<file path="config.mk">
export PLATFORM = sky130hd
export DESIGN_NAME = sem_root
export DESIGN_NICKNAME = d
export VERILOG_FILES = /design/src/design/sem_pkg.sv /design/src/design/sem_root.sv
export SDC_FILE = /design/constraint.sdc
export NUM_CORES = 1
export LEC_CHECK = 0
export BUFFER_PORTS_ARGS = -buffer_cell sky130_fd_sc_hd__buf_2
export CELL_PAD_IN_SITES_DETAIL_PLACEMENT = 2
export CELL_PAD_IN_SITES_GLOBAL_PLACEMENT = 2
export CORE_MARGIN = 5
export CORE_UTILIZATION = 40
export DETAILED_ROUTE_END_ITERATION = 8
export PLACE_DENSITY = 0.88
export SLEW_MARGIN = 20
export SYNTH_ARGS = -nofsm -noshare
export SYNTH_HDL_FRONTEND = slang
export SYNTH_SLANG_ARGS = --single-unit
</file>
<file path="constraint.sdc">
create_clock -name clk -period 20 [get_ports clk]
set_clock_uncertainty 0.2 [all_clocks]
set_input_delay 2 -clock clk [delete_from_list [all_inputs] [get_ports clk]]
set_output_delay 2 -clock clk [all_outputs]
set_load 0.02 [all_outputs]
</file>
<file path="src/design/sem_pkg.sv">
// Shared constants and types for the Sobel RGB edge magnitude core.
// No dependencies; compile first.
package sem_pkg;

	localparam int unsigned PIX_W         = 8;
	localparam int unsigned RGB_W         = 3 * PIX_W;
	localparam int unsigned CFG_W_W       = 11;
	localparam int unsigned CFG_H_W       = 16;
	localparam int unsigned ROW_W         = CFG_H_W + 1;
	localparam int unsigned PADDR_W       = 3;
	localparam int unsigned PDATA_W       = 32;
	localparam int unsigned MAX_WIDTH_DEF = 1024;

	localparam logic [CFG_W_W-1:0] WIDTH_RESET  = CFG_W_W'(640);
	localparam logic [CFG_H_W-1:0] HEIGHT_RESET = CFG_H_W'(480);

	localparam int unsigned GRAD_W   = 11;
	localparam int unsigned SUM_W    = 21;
	localparam int unsigned ROOT_W   = 8;
	localparam int unsigned RK_W     = $clog2(ROOT_W);
	localparam int unsigned ROOT_MAX = (1 << ROOT_W) - 1;
	localparam logic [SUM_W-1:0] SAT_LIMIT = SUM_W'(ROOT_MAX * ROOT_MAX + ROOT_MAX);

	typedef struct packed {
		logic                       start;
		logic [2:0][SUM_W-1:0]      sum;
	} root_ctl_t;

	typedef struct packed {
		logic                       done;
		logic [2:0][ROOT_W-1:0]     mag;
	} root_stat_t;

endpackage

</file>
<file path="src/design/sem_root.sv">
// Three-lane iterative rounded square root, one result bit per cycle,
// saturated at 255. Depends on sem_pkg.
module sem_root (
	input  logic                clk,
	input  logic                arst_n,
	input  sem_pkg::root_ctl_t  ctl,
	output sem_pkg::root_stat_t stat
);
	import sem_pkg::*;

	typedef enum logic [1:0] {R_IDLE, R_ITER, R_ROUND} rstate_t;

	rstate_t                 state_q;
	logic [RK_W-1:0]         k_q;
	logic                    done_q;
	logic [SUM_W-1:0]        s_q [3];
	logic [ROOT_W-1:0]       m_q [3];
	logic [ROOT_W-1:0]       m_step [3];
	logic [ROOT_W-1:0]       m_fin [3];
	logic [2:0][ROOT_W-1:0]  mag_q;

	always_comb begin
		logic [ROOT_W-1:0]     t;
		logic [2*ROOT_W-1:0]   tsq;
		logic [2*ROOT_W:0]     mm;
		logic [2*ROOT_W:0]     rnd;
		for (int c = 0; c < 3; c++) begin
			t         = m_q[c] | (ROOT_W'(1) << k_q);
			tsq       = t * t;
			m_step[c] = (SUM_W'(tsq) <= s_q[c]) ? t : m_q[c];
			mm        = (2*ROOT_W+1)'(m_q[c]);
			rnd       = mm * mm + mm;
			if (s_q[c] > SAT_LIMIT) begin
				m_fin[c] = ROOT_W'(ROOT_MAX);
			end else if (s_q[c] > SUM_W'(rnd)) begin
				m_fin[c] = m_q[c] + 1'b1;
			end else begin
				m_fin[c] = m_q[c];
			end
		end
	end

	always_ff @(posedge clk or negedge arst_n) begin
		if (!arst_n) begin
			state_q <= R_IDLE;
			k_q     <= '0;
			done_q  <= 1'b0;
		end else begin
			done_q <= 1'b0;
			unique case (state_q)
				R_IDLE: begin
					if (ctl.start) begin
						k_q     <= RK_W'(ROOT_W - 1);
						state_q <= R_ITER;
					end
				end
				R_ITER: begin
					if (k_q == '0) begin
						state_q <= R_ROUND;
					end else begin
						k_q <= k_q - 1'b1;
					end
				end
				R_ROUND: begin
					done_q  <= 1'b1;
					state_q <= R_IDLE;
				end
				default: state_q <= R_IDLE;
			endcase
		end
	end

	always_ff @(posedge clk) begin
		for (int c = 0; c < 3; c++) begin
			case (state_q)
				R_IDLE: begin
					if (ctl.start) begin
						s_q[c] <= ctl.sum[c];
						m_q[c] <= '0;
					end
				end
				R_ITER:  m_q[c]   <= m_step[c];
				R_ROUND: mag_q[c] <= m_fin[c];
				default: ;
			endcase
		end
	end

	assign stat.done = done_q;
	assign stat.mag  = mag_q;

endmodule

</file>
==> metrics.cfg <==
[outcome]
status = complete, no violations

[yosys]
synthAdderAreaFrac_pct = 41.3
synth_top_family_by_area = adder cells
synth-xor-area-share_pct = 4.92
synth.distinct_cells = 60
synth_most_common_cell = inv_1
yosysWarningCount = 0
synth.largest_area_cell = ha_1
synth.area.mux_share_pct = 0.246
synth_area_leaders = ha_1 21%, fa_1 21%, edfxtp_1 19%, inv_1 8.4%, nor2_1 3.6%
async_flop_share_pct = 5.13
synthTopCellsByCount = 387 x inv_1, 287 x ha_1, 177 x fa_1
synthCells = 1875
synth.ff_latch_count = 117
yosysSeqAreaShare_pct = 20.2
syn_avg_cell_area_sq_um = 9.21
synth_area_sq_um = 17300
synthFlopType = edfxtp_1
synth-compound-area-share_pct = 10.4
synthSimpleGateAreaFrac_pct = 13.6
synth_edf_count = 111
mappedNetlistNets = 2405
synthDominantCellAreaShare_pct = 20.8

[worst_hold_path]
min_path_cells = 1
min_path_type = flop to flop

[global_routing]
antenna_found_initial = 0
grt_pass1_wl_mm = 100
grt_pass1_vias = 17500
grt-ovfl-total = 0
grt_usage_pct = 27.6
grt_max_degree = 43

[layout]
antenna_cells = 0
layout-drive-gt1-share_pct = 8.76
layout.cells.non_filler = 2560
finalNetCount = 2492
syn2layout_area_growth_pct = 10.3

[clock_network]
cts_buffers = 17
cts.clk_slew.worst_paths_ps = 70
insertion_delay_ps = 490
htreeDepth = 4
cts_sinks = 117
cts-resized-gates = 0
postCtsSetupRepairBufs = 0
cts_tree = yes
cts_root_buf = clkbuf_16
cts_hold_buf = 0
cts_buffer_depth = 2

[critical_path]
worstPathRequired_ps = 20000
crit_fanout = 10
crit_path_start_kind = flop
path_class = flop to flop
ff2ff_setup_slack_ps = 11110
cp.arrival_ps = 8890
r2r.worst_path.cells = 24
worstSetupEndpointType = flop

[sta]
period_share_pct = 44.5
rsz0062_at_grt = false
finalMaxSlewViolations = 0
finalHoldViolCount = 0
setup_violations = 0
fin_crit_ps = 8890
slew_headroom_pct = 28.5
clock.fmax_mhz = 112
finalSetupTns_ps = 0
tightest_slew_ps = 1070

[detailed_routing]
drc_errors = 0
vias_per_cell = 5.64
postRouteAntennaNets = 0
wl_mm = 64.5
firstDrtPassIters = 5
vias = 14400
drtIter0Drc = 747
wire_per_inst_um = 25.2

[place]
place_inst = 2527
io_buffers = 90
gp_routability_congestion = 0.829
hpwl_mm = 51.5

[floorplan]
start_util_pct = 40.3
core_sq_um = 42900
die-height_um = 218
dieArea_sq_um = 47400
dieWidth_um = 218
rows = 76
pin_count = 91

[job]
maxCapViolations = 0

[sequential cells by signal (all words and copies together) (netlist names)]
register / flops
state_q: 2
stat: 24
s_q: 63
done_q: 1
m_q: 24
k_q: 3
[cells by family (layout without fill, tap and decap cells)]
group | Yosys count | after routing
DFF | 117 | 117
buffers and inverters | 427 | 527
muxes | 4 | 4
AOI/OAI and AO/OA | 285 | 285
and+or+nand+nor | 481 | 481
xor gates and xnor gates | 97 | 97
adders and majority gates | 464 | 464
[per-layer routing]
layer	wire [um]	track usage [%]	up-vias	share of wire, %
met5	0	0	-	0
met1	24100	29.3	7438	37
li1	-	-	6379	-
met4	3420	14.1	0	5.3
met3	2500	4.98	211	3.9
met2	34500	51.9	402	53
[layout make-up]
type,instances,area (sq um)
clock buffers,17,425
multi-input cells,1331,12200
clock inverters,15,194
inverters,390,1460
repair buffers,105,563
well taps,585,732
flip-flops and latches,117,3480
fillers,4645,23800
[through the flow]
stage | setup slack, ps | hold WS, ps | area (sq um) | util, %
final | 11110 | 381 | 19000 | 44.4
after global routing | 10770 | 386 | 19000 | 44.4
after CTS | 10890 | 360 | 19000 | 44.4
after detailed placement | 11060 | 357 | 18400 | 42.9
after global placement | 11850 | 314 | 18400 | 42.9
after floorplan | 12660 | 292 | 17300 | -
[final timing paths]
check / start / to
hold reg to reg: k_q[0] / k_q[0]
setup / recovery: k_q[1] / m_q[0][5]
min in group asynchronous: arst_n / done_q
max in group asynchronous: arst_n / k_q[2]
setup reg to reg: k_q[1] / m_q[0][5]
hold / removal: k_q[0] / k_q[0]
[cells in the final DEF (no fill, tap or decap), types with 7 or more instances in the layout]
| cell type | instances |
|---|---|
| a21oi_1 | 91 |
| nand3_1 | 20 |
| xor2_1 | 39 |
| nand2b_1 | 18 |
| xnor2_1 | 58 |
| edfxtp_1 | 111 |
| nor2b_1 | 20 |
| ha_1 | 287 |
| inv_1 | 386 |
| nand4_1 | 33 |
| and2_1 | 29 |
| or2_2 | 20 |
| buf_4 | 14 |
| o21bai_1 | 18 |
| nor4_1 | 11 |
| a2111oi_0 | 9 |
| nor3_1 | 44 |
| fa_1 | 177 |
| nand2_1 | 81 |
| clkbuf_16 | 17 |
| a21o_1 | 35 |
| a211oi_1 | 17 |
| o21ai_0 | 67 |
| buf_2 | 90 |
| nor2_1 | 167 |
| a31oi_1 | 7 |
| and3_1 | 11 |
[worst max-delay path, cell delays in order (launching register included)]
cell and delay (ps):
dfrtp_1 440, inv_1 140, ha_1 240, nor2b_1 720, nor2_1 360, nor2_1 340
fa_1 510, fa_1 620, inv_1 110, fa_1 560, fa_1 560, inv_1 50
ha_1 250, or3_1 360, a2111oi_0 530, nor3b_1 180, a311o_1 390, a21oi_1 190
xnor2_1 140, ha_1 270, a2111oi_0 400, and3_1 230, o21ai_0 110, o221ai_1 390
clkbuf_4 310
Power is left out: the tool's default activity adds up to more than one toggle a clock period on the data nets, which glitch-free logic cannot reach.
